**config.mk**
```make
export PLATFORM = sky130hd
export DESIGN_NAME = hash_ring_node_table_flat
export DESIGN_NICKNAME = d
export VERILOG_FILES = /design/src/hrnt_pkg.sv /design/src/hrnt_in_if.sv /design/src/hrnt_out_if.sv /design/src/hrnt_cmd_q.sv /design/src/hrnt_front.sv /design/src/hrnt_back.sv /design/src/hash_ring_node_table.sv /design/src/flat_wrapper.sv
export SDC_FILE = /design/constraint.sdc
export NUM_CORES = 2
export LEC_CHECK = 0
export BUFFER_PORTS_ARGS = -buffer_cell sky130_fd_sc_hd__clkbuf_2
export CORE_MARGIN = 2
export CORE_UTILIZATION = 67
export CTS_CLUSTER_DIAMETER = 30
export DETAILED_ROUTE_END_ITERATION = 16
export PLACE_DENSITY = 0.84
export SLEW_MARGIN = 15
export SYNTH_ARGS = -nofsm -noshare
export SYNTH_HDL_FRONTEND = slang
export SYNTH_SLANG_ARGS = --single-unit
```
**constraint.sdc**
```tcl
create_clock -name clk -period 11.7 [get_ports clk]
set_clock_uncertainty 0.05 [all_clocks]
set_input_delay 2.34 -clock clk [delete_from_list [all_inputs] [get_ports clk]]
set_output_delay 2.34 -clock clk [all_outputs]
set_load 0.005 [all_outputs]
```
**src/hrnt_pkg.sv**
```systemverilog
// Package for the hash ring node table: shared types, codes and the CRC-32 byte step.
// No dependencies. Used by the queue, the front, the engine, the top and the testbench.
package hrnt_pkg;

  localparam int TABLE_ENTRIES_DEF = 16;
  localparam int CMDQ_DEPTH        = 2;
  localparam int CMDQ_PTR_W        = $clog2(CMDQ_DEPTH);

  localparam logic [31:0] CRC_POLY = 32'hEDB88320;
  localparam logic [31:0] CRC_INIT = 32'hFFFFFFFF;

  typedef enum logic [1:0] {
    OP_FIND = 2'd0,
    OP_ADD  = 2'd1,
    OP_DEL  = 2'd2
  } op_t;

  typedef enum logic [1:0] {
    ST_OK        = 2'd0,
    ST_NOT_FOUND = 2'd1,
    ST_FULL      = 2'd2
  } status_t;

  // one finished key, handed from the hashing front to the table engine
  typedef struct packed {
    logic [1:0]  opcode;
    logic [31:0] hash;
    logic [31:0] addr;
    logic [15:0] port;
  } cmd_t;

  typedef struct packed {
    logic [31:0] hash;
    logic [31:0] addr;
    logic [15:0] port;
  } entry_t;

  typedef enum logic [2:0] {
    BK_IDLE,
    BK_SCAN,
    BK_CHECK,
    BK_EXEC,
    BK_INS_RD,
    BK_INS_WR,
    BK_DEL_RD,
    BK_DEL_WR
  } bk_state_t;

  // reflected CRC-32, one byte
  function automatic logic [31:0] crc_byte(input logic [31:0] crc, input logic [7:0] b);
    logic [31:0] c;
    c = crc ^ {24'd0, b};
    for (int k = 0; k < 8; k++) begin
      c = c[0] ? ((c >> 1) ^ CRC_POLY) : (c >> 1);
    end
    return c;
  endfunction

endpackage

```
**src/hrnt_in_if.sv**
```systemverilog
// Input channel of the hash ring node table: valid/ready plus one key byte beat.
// Depends on nothing.
interface hrnt_in_if;
  logic        valid;
  logic        ready;
  logic [1:0]  opcode;
  logic [7:0]  key_byte;
  logic        last_byte;
  logic [31:0] node_address;
  logic [15:0] node_port;

  modport source (output valid, opcode, key_byte, last_byte, node_address, node_port,
                  input ready);
  modport sink (input valid, opcode, key_byte, last_byte, node_address, node_port,
                output ready);
endinterface

```
**src/hrnt_out_if.sv**
```systemverilog
// Result channel of the hash ring node table: valid/ready plus one result beat.
// Depends on nothing.
interface hrnt_out_if;
  logic        valid;
  logic        ready;
  logic [1:0]  status;
  logic [31:0] found_address;
  logic [15:0] found_port;
  logic [31:0] key_hash;

  modport source (output valid, status, found_address, found_port, key_hash,
                  input ready);
  modport sink (input valid, status, found_address, found_port, key_hash,
                output ready);
endinterface

```
**src/hrnt_cmd_q.sv**
```systemverilog
// Small command queue between the hashing front and the table engine.
// Depends on hrnt_pkg (cmd_t, queue depth).
module hrnt_cmd_q (
  input  logic            clk,
  input  logic            rst_n,
  input  logic            push,
  input  hrnt_pkg::cmd_t  push_data,
  output logic            full,
  input  logic            pop,
  output hrnt_pkg::cmd_t  pop_data,
  output logic            not_empty
);

  localparam int CNT_W = $clog2(hrnt_pkg::CMDQ_DEPTH + 1);

  hrnt_pkg::cmd_t                    slot_r [hrnt_pkg::CMDQ_DEPTH];
  logic [hrnt_pkg::CMDQ_PTR_W-1:0]   wr_ptr_r, wr_ptr_nxt;
  logic [hrnt_pkg::CMDQ_PTR_W-1:0]   rd_ptr_r, rd_ptr_nxt;
  logic [CNT_W-1:0]                  cnt_r, cnt_nxt;

  assign full      = (cnt_r == CNT_W'(hrnt_pkg::CMDQ_DEPTH));
  assign not_empty = (cnt_r != '0);
  assign pop_data  = slot_r[rd_ptr_r];

  always_comb begin
    wr_ptr_nxt = wr_ptr_r;
    rd_ptr_nxt = rd_ptr_r;
    cnt_nxt    = cnt_r;
    if (push) begin
      wr_ptr_nxt = wr_ptr_r + 1'b1;
    end
    if (pop) begin
      rd_ptr_nxt = rd_ptr_r + 1'b1;
    end
    if (push && !pop) begin
      cnt_nxt = cnt_r + 1'b1;
    end else if (pop && !push) begin
      cnt_nxt = cnt_r - 1'b1;
    end
  end

  always_ff @(posedge clk) begin
    if (!rst_n) begin
      wr_ptr_r <= '0;
      rd_ptr_r <= '0;
      cnt_r    <= '0;
    end else begin
      wr_ptr_r <= wr_ptr_nxt;
      rd_ptr_r <= rd_ptr_nxt;
      cnt_r    <= cnt_nxt;
    end
  end

  always_ff @(posedge clk) begin
    if (push) begin
      slot_r[wr_ptr_r] <= push_data;
    end
  end

endmodule

```
**src/hrnt_front.sv**
```systemverilog
// Hashing front: takes key byte beats, runs CRC-32, queues a command on the last byte.
// Depends on hrnt_pkg and hrnt_in_if.
module hrnt_front (
  input  logic            clk,
  input  logic            rst_n,
  hrnt_in_if.sink         in_ch,
  output logic            q_push,
  output hrnt_pkg::cmd_t  q_cmd,
  input  logic            q_full
);

  logic [31:0] crc_r, crc_nxt;
  logic [31:0] crc_step;
  logic        beat;

  assign in_ch.ready = !q_full;
  assign beat        = in_ch.valid && in_ch.ready;
  assign crc_step    = hrnt_pkg::crc_byte(crc_r, in_ch.key_byte);

  assign q_push       = beat && in_ch.last_byte;
  assign q_cmd.opcode = in_ch.opcode;
  assign q_cmd.hash   = ~crc_step;
  assign q_cmd.addr   = in_ch.node_address;
  assign q_cmd.port   = in_ch.node_port;

  always_comb begin
    crc_nxt = crc_r;
    if (beat) begin
      // restart the accumulator once a key is complete
      crc_nxt = in_ch.last_byte ? hrnt_pkg::CRC_INIT : crc_step;
    end
  end

  always_ff @(posedge clk) begin
    if (!rst_n) begin
      crc_r <= hrnt_pkg::CRC_INIT;
    end else begin
      crc_r <= crc_nxt;
    end
  end

endmodule

```
**src/hrnt_back.sv**
```systemverilog
// Table engine: sorted node table in a single-port-write memory, scan/shift sequencer,
// and the result register. Depends on hrnt_pkg and hrnt_out_if.
module hrnt_back #(
  parameter int TABLE_ENTRIES = hrnt_pkg::TABLE_ENTRIES_DEF
) (
  input  logic            clk,
  input  logic            rst_n,
  input  logic            q_valid,
  input  hrnt_pkg::cmd_t  q_cmd,
  output logic            q_pop,
  hrnt_out_if.source      out_ch
);

  localparam int CNT_W = $clog2(TABLE_ENTRIES + 1);
  localparam int IDX_W = $clog2(TABLE_ENTRIES);
  localparam logic [CNT_W-1:0] FULL_CNT = CNT_W'(TABLE_ENTRIES);

  hrnt_pkg::entry_t    tbl_mem [TABLE_ENTRIES];
  hrnt_pkg::entry_t    rd_data_r;

  hrnt_pkg::bk_state_t state_r, state_nxt;
  hrnt_pkg::cmd_t      cmd_r, cmd_nxt;
  logic [CNT_W-1:0]    idx_r, idx_nxt;
  logic [CNT_W-1:0]    pos_r, pos_nxt;
  logic                hit_r, hit_nxt;
  logic [CNT_W-1:0]    count_r, count_nxt;

  logic                out_valid_r, out_valid_nxt;
  logic [1:0]          status_r, status_nxt;
  logic [31:0]         fa_r, fa_nxt;
  logic [15:0]         fp_r, fp_nxt;
  logic [31:0]         kh_r, kh_nxt;

  logic                rd_en;
  logic [IDX_W-1:0]    rd_idx;
  logic                wr_en;
  logic [IDX_W-1:0]    wr_idx;
  hrnt_pkg::entry_t    wr_data;
  logic                fin;
  logic [1:0]          fin_status;
  logic [CNT_W-1:0]    idx_dec;
  logic [CNT_W-1:0]    idx_inc;
  hrnt_pkg::entry_t    new_entry;

  assign idx_dec        = idx_r - 1'b1;
  assign idx_inc        = idx_r + 1'b1;
  assign new_entry.hash = cmd_r.hash;
  assign new_entry.addr = cmd_r.addr;
  assign new_entry.port = cmd_r.port;

  assign q_pop = (state_r == hrnt_pkg::BK_IDLE) && q_valid && !out_valid_r;

  // next state
  always_comb begin
    state_nxt = state_r;
    unique case (state_r)
      hrnt_pkg::BK_IDLE: begin
        if (q_pop) state_nxt = hrnt_pkg::BK_SCAN;
      end
      hrnt_pkg::BK_SCAN: begin
        state_nxt = (idx_r == count_r) ? hrnt_pkg::BK_EXEC : hrnt_pkg::BK_CHECK;
      end
      hrnt_pkg::BK_CHECK: begin
        state_nxt = (rd_data_r.hash >= cmd_r.hash) ? hrnt_pkg::BK_EXEC : hrnt_pkg::BK_SCAN;
      end
      hrnt_pkg::BK_EXEC: begin
        state_nxt = hrnt_pkg::BK_IDLE;
        if (cmd_r.opcode == hrnt_pkg::OP_ADD && !hit_r && count_r != FULL_CNT &&
            pos_r != count_r) begin
          state_nxt = hrnt_pkg::BK_INS_RD;
        end else if (cmd_r.opcode == hrnt_pkg::OP_DEL && hit_r) begin
          state_nxt = hrnt_pkg::BK_DEL_RD;
        end
      end
      hrnt_pkg::BK_INS_RD: begin
        state_nxt = (idx_r == pos_r) ? hrnt_pkg::BK_IDLE : hrnt_pkg::BK_INS_WR;
      end
      hrnt_pkg::BK_INS_WR: begin
        state_nxt = hrnt_pkg::BK_INS_RD;
      end
      hrnt_pkg::BK_DEL_RD: begin
        state_nxt = (idx_inc == count_r) ? hrnt_pkg::BK_IDLE : hrnt_pkg::BK_DEL_WR;
      end
      hrnt_pkg::BK_DEL_WR: begin
        state_nxt = hrnt_pkg::BK_DEL_RD;
      end
      default: state_nxt = hrnt_pkg::BK_IDLE;
    endcase
  end

  // sequencer outputs and datapath
  always_comb begin
    cmd_nxt    = cmd_r;
    idx_nxt    = idx_r;
    pos_nxt    = pos_r;
    hit_nxt    = hit_r;
    count_nxt  = count_r;
    rd_en      = 1'b0;
    rd_idx     = idx_r[IDX_W-1:0];
    wr_en      = 1'b0;
    wr_idx     = idx_r[IDX_W-1:0];
    wr_data    = new_entry;
    fin        = 1'b0;
    fin_status = hrnt_pkg::ST_NOT_FOUND;
    fa_nxt     = fa_r;
    fp_nxt     = fp_r;
    unique case (state_r)
      hrnt_pkg::BK_IDLE: begin
        if (q_pop) begin
          cmd_nxt = q_cmd;
          idx_nxt = '0;
        end
      end
      hrnt_pkg::BK_SCAN: begin
        if (idx_r == count_r) begin
          pos_nxt = idx_r;
          hit_nxt = 1'b0;
        end else begin
          rd_en = 1'b1;
        end
      end
      hrnt_pkg::BK_CHECK: begin
        if (rd_data_r.hash >= cmd_r.hash) begin
          pos_nxt = idx_r;
          hit_nxt = (rd_data_r.hash == cmd_r.hash);
        end else begin
          idx_nxt = idx_inc;
        end
      end
      hrnt_pkg::BK_EXEC: begin
        fa_nxt = '0;
        fp_nxt = '0;
        case (cmd_r.opcode)
          hrnt_pkg::OP_FIND: begin
            fin = 1'b1;
            if (pos_r != count_r) begin
              // rd_data_r still holds the entry at the stop position
              fin_status = hrnt_pkg::ST_OK;
              fa_nxt     = rd_data_r.addr;
              fp_nxt     = rd_data_r.port;
            end
          end
          hrnt_pkg::OP_ADD: begin
            if (hit_r) begin
              fin        = 1'b1;
              fin_status = hrnt_pkg::ST_OK;
              wr_en      = 1'b1;
              wr_idx     = pos_r[IDX_W-1:0];
            end else if (count_r == FULL_CNT) begin
              fin        = 1'b1;
              fin_status = hrnt_pkg::ST_FULL;
            end else if (pos_r == count_r) begin
              fin        = 1'b1;
              fin_status = hrnt_pkg::ST_OK;
              wr_en      = 1'b1;
              wr_idx     = pos_r[IDX_W-1:0];
              count_nxt  = count_r + 1'b1;
            end else begin
              idx_nxt = count_r;
            end
          end
          hrnt_pkg::OP_DEL: begin
            if (hit_r) begin
              idx_nxt = pos_r;
            end else begin
              fin = 1'b1;
            end
          end
          default: begin
            fin = 1'b1;
          end
        endcase
      end
      hrnt_pkg::BK_INS_RD: begin
        if (idx_r == pos_r) begin
          // gap is open: drop the new entry in
          fin        = 1'b1;
          fin_status = hrnt_pkg::ST_OK;
          wr_en      = 1'b1;
          count_nxt  = count_r + 1'b1;
        end else begin
          rd_en  = 1'b1;
          rd_idx = idx_dec[IDX_W-1:0];
        end
      end
      hrnt_pkg::BK_INS_WR: begin
        wr_en   = 1'b1;
        wr_data = rd_data_r;
        idx_nxt = idx_dec;
      end
      hrnt_pkg::BK_DEL_RD: begin
        if (idx_inc == count_r) begin
          fin        = 1'b1;
          fin_status = hrnt_pkg::ST_OK;
          count_nxt  = count_r - 1'b1;
        end else begin
          rd_en  = 1'b1;
          rd_idx = idx_inc[IDX_W-1:0];
        end
      end
      hrnt_pkg::BK_DEL_WR: begin
        wr_en   = 1'b1;
        wr_data = rd_data_r;
        idx_nxt = idx_inc;
      end
      default: ;
    endcase
  end

  // result register; the engine only starts while it is empty
  always_comb begin
    out_valid_nxt = out_valid_r;
    status_nxt    = status_r;
    kh_nxt        = kh_r;
    if (out_valid_r && out_ch.ready) begin
      out_valid_nxt = 1'b0;
    end
    if (fin) begin
      out_valid_nxt = 1'b1;
      status_nxt    = fin_status;
      kh_nxt        = cmd_r.hash;
    end
  end

  assign out_ch.valid         = out_valid_r;
  assign out_ch.status        = status_r;
  assign out_ch.found_address = fa_r;
  assign out_ch.found_port    = fp_r;
  assign out_ch.key_hash      = kh_r;

  always_ff @(posedge clk) begin
    if (!rst_n) begin
      state_r     <= hrnt_pkg::BK_IDLE;
      count_r     <= '0;
      out_valid_r <= 1'b0;
    end else begin
      state_r     <= state_nxt;
      count_r     <= count_nxt;
      out_valid_r <= out_valid_nxt;
    end
  end

  always_ff @(posedge clk) begin
    cmd_r    <= cmd_nxt;
    idx_r    <= idx_nxt;
    pos_r    <= pos_nxt;
    hit_r    <= hit_nxt;
    status_r <= status_nxt;
    fa_r     <= fa_nxt;
    fp_r     <= fp_nxt;
    kh_r     <= kh_nxt;
  end

  always_ff @(posedge clk) begin
    if (wr_en) begin
      tbl_mem[wr_idx] <= wr_data;
    end
  end

  always_ff @(posedge clk) begin
    if (rd_en) begin
      rd_data_r <= tbl_mem[rd_idx];
    end
  end

endmodule

```
**src/hash_ring_node_table.sv**
```systemverilog
// Hash ring node table: CRC-32 keyed, sorted node table with find/add/delete.
// Channels: in_ch takes one key byte per beat (valid/ready); on the beat with last_byte
// set, the opcode and node fields are sampled and the finished key is queued. out_ch
// gives one result beat per key (status, found node, key hash).
// Throughput: key bytes are taken one per cycle while the two-entry command queue has
// room; in_ch.ready drops only when it is full. The table engine works one key at a time:
// it takes the key from the queue, compares table entries in order, each by a registered
// read and then a check (past the last entry the scan stops without a read), acts, and
// for an insert or delete that shifts the table moves each entry by a read and then a
// write, then finishes. The single memory read port, read registered, sets that split
// into a read step and a check or write step.
// A stalled out_ch holds the result; the engine waits, the queue fills, then in_ch
// stalls. Synchronous active-low reset clears the CRC accumulator, the entry count,
// the queue and the result valid flag; the table memory needs no clearing.
// Depends on hrnt_pkg, hrnt_in_if, hrnt_out_if, hrnt_front, hrnt_cmd_q, hrnt_back.
module hash_ring_node_table #(
  parameter int TABLE_ENTRIES = hrnt_pkg::TABLE_ENTRIES_DEF
) (
  input  logic         clk,
  input  logic         rst_n,
  hrnt_in_if.sink      in_ch,
  hrnt_out_if.source   out_ch
);

  logic            q_push;
  hrnt_pkg::cmd_t  q_push_cmd;
  logic            q_full;
  logic            q_pop;
  hrnt_pkg::cmd_t  q_pop_cmd;
  logic            q_valid;

  hrnt_front u_front (
    .clk    (clk),
    .rst_n  (rst_n),
    .in_ch  (in_ch),
    .q_push (q_push),
    .q_cmd  (q_push_cmd),
    .q_full (q_full)
  );

  hrnt_cmd_q u_cmd_q (
    .clk       (clk),
    .rst_n     (rst_n),
    .push      (q_push),
    .push_data (q_push_cmd),
    .full      (q_full),
    .pop       (q_pop),
    .pop_data  (q_pop_cmd),
    .not_empty (q_valid)
  );

  hrnt_back #(
    .TABLE_ENTRIES (TABLE_ENTRIES)
  ) u_back (
    .clk     (clk),
    .rst_n   (rst_n),
    .q_valid (q_valid),
    .q_cmd   (q_pop_cmd),
    .q_pop   (q_pop),
    .out_ch  (out_ch)
  );

endmodule

```
**src/flat_wrapper.sv**
```systemverilog
// flat-port wrapper written by rule: the top's interface ports become plain ports
module hash_ring_node_table_flat 
#(
  parameter int TABLE_ENTRIES = hrnt_pkg::TABLE_ENTRIES_DEF
)
  (clk, rst_n, in_ch_valid, in_ch_opcode, in_ch_key_byte, in_ch_last_byte, in_ch_node_address, in_ch_node_port, in_ch_ready, out_ch_valid, out_ch_status, out_ch_found_address, out_ch_found_port, out_ch_key_hash, out_ch_ready);
  hrnt_in_if in_ch_i ();
  hrnt_out_if out_ch_i ();
  input  logic clk;
  input  logic rst_n;
  input wire logic [$bits(in_ch_i.valid)-1:0] in_ch_valid;
  input wire logic [$bits(in_ch_i.opcode)-1:0] in_ch_opcode;
  input wire logic [$bits(in_ch_i.key_byte)-1:0] in_ch_key_byte;
  input wire logic [$bits(in_ch_i.last_byte)-1:0] in_ch_last_byte;
  input wire logic [$bits(in_ch_i.node_address)-1:0] in_ch_node_address;
  input wire logic [$bits(in_ch_i.node_port)-1:0] in_ch_node_port;
  output wire logic [$bits(in_ch_i.ready)-1:0] in_ch_ready;
  output wire logic [$bits(out_ch_i.valid)-1:0] out_ch_valid;
  output wire logic [$bits(out_ch_i.status)-1:0] out_ch_status;
  output wire logic [$bits(out_ch_i.found_address)-1:0] out_ch_found_address;
  output wire logic [$bits(out_ch_i.found_port)-1:0] out_ch_found_port;
  output wire logic [$bits(out_ch_i.key_hash)-1:0] out_ch_key_hash;
  input wire logic [$bits(out_ch_i.ready)-1:0] out_ch_ready;
  assign in_ch_i.valid = in_ch_valid;
  assign in_ch_i.opcode = in_ch_opcode;
  assign in_ch_i.key_byte = in_ch_key_byte;
  assign in_ch_i.last_byte = in_ch_last_byte;
  assign in_ch_i.node_address = in_ch_node_address;
  assign in_ch_i.node_port = in_ch_node_port;
  assign in_ch_ready = in_ch_i.ready;
  assign out_ch_valid = out_ch_i.valid;
  assign out_ch_status = out_ch_i.status;
  assign out_ch_found_address = out_ch_i.found_address;
  assign out_ch_found_port = out_ch_i.found_port;
  assign out_ch_key_hash = out_ch_i.key_hash;
  assign out_ch_i.ready = out_ch_ready;
  hash_ring_node_table #(.TABLE_ENTRIES(TABLE_ENTRIES)) u_core (.clk(clk), .rst_n(rst_n), .in_ch(in_ch_i), .out_ch(out_ch_i));
endmodule
```
**After elaboration in Yosys (flattened, before gate mapping)**

Memories as Yosys holds them, arrays and structs flattened. A register that Yosys moved wholly into a read port is not among the register bits.
Index checks and enable logic that the tools add are counted.
Widths: inputs -> output; s select.

- Bits in registers: 138
- RAM bits: 1444
- Bits of input ports: 63
- Output and inout port bits: 84
- Word-level logic and storage cells: 177
- Memories kept: 2

- Add/sub/neg operators: 8
- Magnitude comparators: 1
- Eq/ne operators: 33
- Mux-type cells: 79
- Bitwise gates (word level): 10
- Reductions and logical operators: 30

Memories:

| name | depth | bits a word | read ports | clocked after Yosys merged registers in | write ports | line | text |
|---|---|---|---|---|---|---|---|
| u_core.u_back.tbl_mem | 16 | 80 | 1 | 1 | 1 | hrnt_back.sv:18 | `hrnt_pkg::entry_t tbl_mem [TABLE_ENTRIES];` |
| u_core.u_cmd_q.slot_r | 2 | 82 | 1 | 1 | 1 | hrnt_cmd_q.sv:16 | `hrnt_pkg::cmd_t slot_r [hrnt_pkg::CMDQ_DEPTH];` |

Operator list:

| operator | number |
|---|---|
| $mux 32 | 9 |
| $not 13->14 | 8 |
| $mux 80 | 1 |
| $mux 5 | 14 |
| $eq 32x32->1 | 1 |
| $ge 32x32->1 | 1 |
| $not 32->32 | 1 |
| $xor 32x8->32 | 1 |
| $mux 4 | 7 |
| $mux 1 | 25 |
| $pmux 5 s5 | 1 |
| $pmux 3 s8 | 1 |
| $eq 5x5->1 | 4 |
| $pmux 5 s2 | 2 |
| $ne 2x2->1 const B | 9 |
| $mux 3 | 5 |
| $ne 3x3->1 const B | 5 |
| $pmux 5 s3 | 1 |
| $eq 3x3->1 const B | 4 |
| $logic_and 1x1->1 | 11 |
| $add 5x1->5 const B | 2 |
| $mux 2 | 5 |
| $sub 5x1->5 const B | 2 |
| $pmux 1 s3 | 3 |
| other kinds (26) | 38 |

**Depth between registers and ports, before layout**

- Depth after elaboration: 18
- Depth in mapped cells: 16

**Hierarchy**

From an unflattened synthesis, not the netlist that was laid out.

- Cell total of the unflattened synthesis: 4302
- Area, all modules: 69232.6 sq um

By module, submodules not included:

| module | times used | cells each | area an instance (sq um) |
|---|---|---|---|
| hrnt_back | 1 | 3794 | 60624.4 |
| hrnt_cmd_q | 1 | 277 | 6167.2 |
| hrnt_front | 1 | 231 | 2441.1 |

**Worst setup path before layout**

OpenSTA, ideal clock, no wires.

- Path type: register to register
- Start point: reg u_core.u_back.state_r[1]
- End point: mem u_core.u_back.tbl_mem[12][0] (netlist name), enable pin
- Library setup time: 0.519 ns
- Arrival time: 7.430 ns
- Data required time: 11.131 ns
- Setup slack: 3.701 ns
- Cell stages (with the launch flop): 9
- Period minus slack after synthesis: 7.999 ns
- Cells stage by stage: dfxtp_1 > clkbuf_1 > nand2_1 > nor2_1 > nand2_1 > nor2_1 > mux2i_1 > or2_2 > nor2_1

- Longest elaborated chain between the ends: 5
- Elaborated cells between the ends (all ways): 9

RTL lines:

| what | line | text |
|---|---|---|
| start: declaration | hrnt_back.sv:21 | `hrnt_pkg::bk_state_t state_r, state_nxt;` |
| start signal: assignment | hrnt_back.sv:233 | `state_r <= hrnt_pkg::BK_IDLE;` |
| start signal: assignment | hrnt_back.sv:237 | `state_r <= state_nxt;` |
| $eq 3x3->1 | hrnt_back.sv:107 | `unique case (state_r)` |
| $reduce_or 2->1 (no source line) | -- |  |
| $pmux 1 s3 | hrnt_back.sv:107 |  |
| $mux 1 | hrnt_back.sv:255 | `if (wr_en) begin` |
| $mux 1 (not written as such) | hrnt_back.sv:256 | `tbl_mem[wr_idx] <= wr_data;` |
| end: declaration | hrnt_back.sv:18 |  |

Parallel ways exist; a longest one is shown, timed or not.

**Worst setup path after layout**

- Start point: reg u_core.u_back.idx_r[0]
- End point: reg, netlist name u_core.u_back.rd_data_r[67]

- Longest elaborated chain between the ends: 4
- Elaborated cells between the ends (all ways): 12

RTL lines:

| what | line | text |
|---|---|---|
| start: declaration | hrnt_back.sv:23 | `logic [CNT_W-1:0] idx_r, idx_nxt;` |
| start signal: assignment | hrnt_back.sv:245 | `idx_r <= idx_nxt;` |
| $add 5x1->5 | hrnt_back.sv:46 | `assign idx_inc = idx_r + 1'b1;` |
| $eq 5x5->1 | hrnt_back.sv:192 | `if (idx_inc == count_r) begin` |
| $mux 1 or $mux 4 (tied branches) | hrnt_back.sv:192 |  |
| $pmux 1 s3 or $pmux 4 s2 (tied branches) | hrnt_back.sv:107 |  |

Parallel ways exist; a longest one is shown, timed or not.
A chain may end at the register's enable or synchronous reset.

==> key figures <==
Route
  – DRT Wirelength: ~200000 um
  – Count of unresolved DRC violations after routing: 0
  – Vias/cell: 7.34
  – Iteration-0 DRC Markers: between 7000 and 8000
  – Via count: ~46000
  – Post-route ant nets: 0
  – Per-cell routed wire length: approximately 31 um
  – DRT Pass-1 Iters: 7

STA
  – Worst-case headroom to the max-slew limit: between 10% and 20%
  – Tightest Pin Transition: around 1.3 ns
  – Final setup vio count: 0
  – Maximum clock frequency: approximately 0.16 GHz
  – Final critical-path required period: between 6 and 7 ns
  – Fin. max-slew vios: 0
  – Unrepaired setup endpoints after global routing: false
  – Final clock period utilization by the worst path: between 50% and 60%
  – Post-Route Setup TNS: 0 ns
  – Final Hold Viols: 0

Critical path
  – Max stage delay on crit path: ~0.94 ns
  – Startpoint of the lowest-slack register-to-register path: u_core.u_back.idx_r[0]$_DFFE_PP_
  – Required time reported for the critical path endpoint: 12.26 ns
  – Crit Path Class: reg -> reg
  – List of cells traversed by the critical path: inv_1 > ha_1 > xnor2_1 > o211ai_1 > a211o_1 > mux2_8 > buf_4 > buf_4 > nand3_1 > nand4_1 > nand4_1 > a2111oi_2
  – Worst-path fanout max: 135
  – Kind of capture point of the worst setup path: register
  – Startpoint class of the critical path: register
  – Critical-path cell with the highest stage delay: buf_4
  – Startpoint of the worst setup timing path: u_core.u_back.idx_r[0]$_DFFE_PP_
  – CP Data Arrival Time: 6.96 ns

Power and ir drop
  – Max IR drop VDD: 0.439 mV
  – Internal power: approximately 0.015 W
  – Ratio of total power to cell area: ~280 nW/um^2
  – Reported leakage power: 27.4 nW
  – Combinational share of power: about a quarter
  – Total power draw: 0.0229 W
  – Part of the total power dissipated in sequential elements: between 30% and 40%
  – Net switching share of the total power: roughly 33%
  – Clk pwr share: between 30% and 40%
  – Sw Pwr: between 0.007 and 0.008 W

CTS
  – CTS root buffer: clkbuf_16
  – Clock-pin slew on the worst setup and hold paths: ~0.05 ns
  – Clock Latency Late Sink: 0.87 ns
  – CTS Hold Bufs: 0
  – Clock sink total: roughly 1700
  – Post-CTS setup buffer count: 0
  – H-tree depth reported by CTS: 5
  – TritonCTS clock tree: built
  – Deepest clock path buffer count: 4
  – Cts repair resizes: 0
  – Number of CTS-inserted buffers: around 290

Placement
  – Input/output buffers: ~150
  – Final weighted congestion in routability-driven placement: ~0.85
  – Detailed Place HPWL: approximately 87000 um
  – Cell Area, Placed: 72200 um^2

Finish
  – Area of all placed cells without fillers: 81900 um^2
  – Fraction of final layout cells with drive strength greater than 1: 19.6%
  – Total of fill cells in the finished design: slightly below 5000
  – Final-stage net count: 4832
  – Area growth from synthesis to layout: 16.7%

Synthesis
  – Yosys top cell by area: edfxtp_1
  – Post-synthesis average cell area: approximately 15 um^2
  – Largest cells by area after synthesis: edfxtp_1 (73%), nand4_1 (3.6%), o21ai_0 (2.6%), mux2i_1 (2.4%), nand3_1 (2.3%)
  – Seq/Total Area, Yosys: roughly three quarters
  – Synth Warn #: 0
  – Post-synth top flop: edfxtp_1
  – Number of enable-type register cells in the synthesized netlist: 1699
  – Fraction of synthesized cell area taken by the top area cell type: between 70 and 80%
  – Number of different library cells in the post-synthesis netlist: between 80 and 90
  – Fraction of registers with async set or reset after synthesis: 0%
  – Total standard cell area after synthesis: 70200 um^2
  – Post-Synthesis Cells: between 4000 and 5000
  – FF+latch count, synth: approximately 1700
  – Synthesized Nets: 4648

Global routing
  – Tot GR Track Use: a little over a third
  – Number of antenna violations at the first check in global routing: 4
  – Number of global-route vias before repair: between 40000 and 50000
  – Remaining Overflow, GRT: 0
  – Pin count of the biggest net entering global routing: 216
  – Global-route wire length before repair: 289000 um

Min path
  – Min-Delay Startpoint: u_core.u_back.cmd_r[49]$_DFFE_PP_
  – Hold/Removal Path Class: reg -> reg

Floorplanning
  – Standard-cell rows: 118
  – Die ar.: about 110000 um^2
  – Top-level I/O count: between 100 and 150
  – Height of the chip: roughly 330 um
  – Initial core utilization: 67.6%
  – Chip width: around 330 um
  – Placeable core region: around 100000 um^2

Outcome
  – Status: finished, final reports clean

Flow run
  – # Max-Cap Violations: 0
## state kept, by name, summed over array words and instances (netlist names), 2 cells and up
name / count
u_core.u_back.cmd_r: 82
u_core.u_back.count_r: 5
u_core.u_back.idx_r: 5
u_core.u_back.out_ch.found_address: 32
u_core.u_back.out_ch.found_port: 16
u_core.u_back.out_ch.key_hash: 32
u_core.u_back.out_ch.status: 2
u_core.u_back.pos_r: 5
u_core.u_back.rd_data_r: 80
u_core.u_back.state_r: 3
u_core.u_back.tbl_mem: 1280
u_core.u_cmd_q.cnt_r: 2
u_core.u_cmd_q.slot_r: 164
u_core.u_front.crc_r: 32
## area by class of cell
cell class | count | area, um^2 | share of cell area (%)
Clock buffer | 325 | 7490 | 9.15
Clock inverter | 185 | 2200 | 2.68
Antenna cell | 2 | 5.00 | 0.00611
Tap cell | 1380 | 1730 | 2.11
Inverter | 47 | 176 | 0.215
Sequential cell | 1744 | 51900 | 63.4
Timing Repair Buffer | 251 | 1610 | 1.96
Multi-Input combinational cell | 2391 | 16800 | 20.5
## routing by layer
metal | up-vias | global-route usage (%) | wire length (um)
met5 | - | 0 | 13
met4 | 2 | 20.1 | 10600
met3 | 898 | 9.53 | 28000
met2 | 4658 | 55.9 | 91500
met1 | 22387 | 47.1 | 65200
li1 | 18464 | - | -
## metrics by stage
step	std cells	util (%)	setup slack, ns	hold WS, ns
finish	6325	78.9	5.29	0.402
global route	6324	78.9	4.98	0.423
CTS	6323	78.9	5.46	0.407
detailed placement	5813	69.6	5.51	0.400
global placement	5812	69.6	5.77	0.384
floorplan	4543	-	3.70	0.371
## synth_stat cells, types with 13 or more instances
library cell and count:
a32o_1 79, buf_2 69, xnor2_1 65, a2111oi_2 80
nand2_1 253, buf_1 16, edfxtp_1 1699, clkbuf_1 249
nor2_1 38, dfxtp_1 45, a211oi_1 81, nand3_1 329
ha_1 41, a21oi_1 16, nand4_1 404, o211ai_1 36
inv_1 46, xor2_1 33, mux2i_1 169, and3_1 84
o21ai_0 369, buf_4 13, mux2_2 137, and2_1 60
## path summary, 6_finish.rpt
path | endpoint | slack [ns] | cells after the start
max | u_core.u_back.rd_data_r[67]$_DFFE_PP_ | 5.29 | 12
min | u_core.u_back.out_ch.key_hash[1]$_DFFE_PP_ | 0.40 | 0
max reg2reg | u_core.u_back.rd_data_r[67]$_DFFE_PP_ | 5.29 | 12
min reg2reg | u_core.u_back.out_ch.key_hash[1]$_DFFE_PP_ | 0.40 | 0
## worst max-delay path: cells and delay by family (launching register included)
family,cells,cell delay [ns]
AND/OR/NAND/NOR,3,0.58
AO/OA/AOI/OAI,3,1.13
XOR/XNOR,1,0.18
multiplexers,1,0.91
adder cells (fa/ha/maj),1,0.44
flip-flops,1,0.78
buffers and inverters,3,2.02
## kinds of logic (layout without fill, tap and decap cells)
logic type / Yosys count / after routing / share of synthesized area [%]
flip-flops: 1744 / 1744 / 73.9
AND/OR/NAND/NOR: 1219 / 1219 / 9.33
AO/OA/AOI/OAI: 723 / 723 / 7.56
buffers and inverters: 408 / 808 / 2.51
multiplexers: 307 / 307 / 4.63
XOR/XNOR: 100 / 100 / 1.28
adder cells (fa/ha/maj): 42 / 42 / 0.759
other: 0 / 2 / 0
## power by group through the flow
| stage | Clock [W] | Combinational [W] | Sequential [W] |
|---|---|---|---|
| 4_1_cts | 0.00852 | 0.00575 | 0.00848 |
| 2_1_floorplan | 0 | 0.00396 | 0.00842 |
| 5_1_grt | 0.00879 | 0.00620 | 0.00852 |
| 3_3_place_gp | 0 | 0.00529 | 0.00857 |
| 6_report | 0.00850 | 0.00593 | 0.00850 |
| 3_5_place_dp | 0 | 0.00551 | 0.00857 |
## cells in the final DEF (no fill, tap or decap), types with 44 or more instances in the layout
cell / count
a211oi_1: 81
clkbuf_16: 294
a32o_1: 79
nand2_1: 251
and2_1: 59
edfxtp_1: 1699
mux2_2: 137
and3_1: 84
buf_4: 98
mux2i_1: 168
a2111oi_2: 80
nand3_1: 329
dfxtp_1: 44
clkbuf_2: 146
xnor2_1: 65
nand4_1: 404
inv_1: 46
o21ai_0: 367
Note: power is estimated with default switching activity, not from simulation.
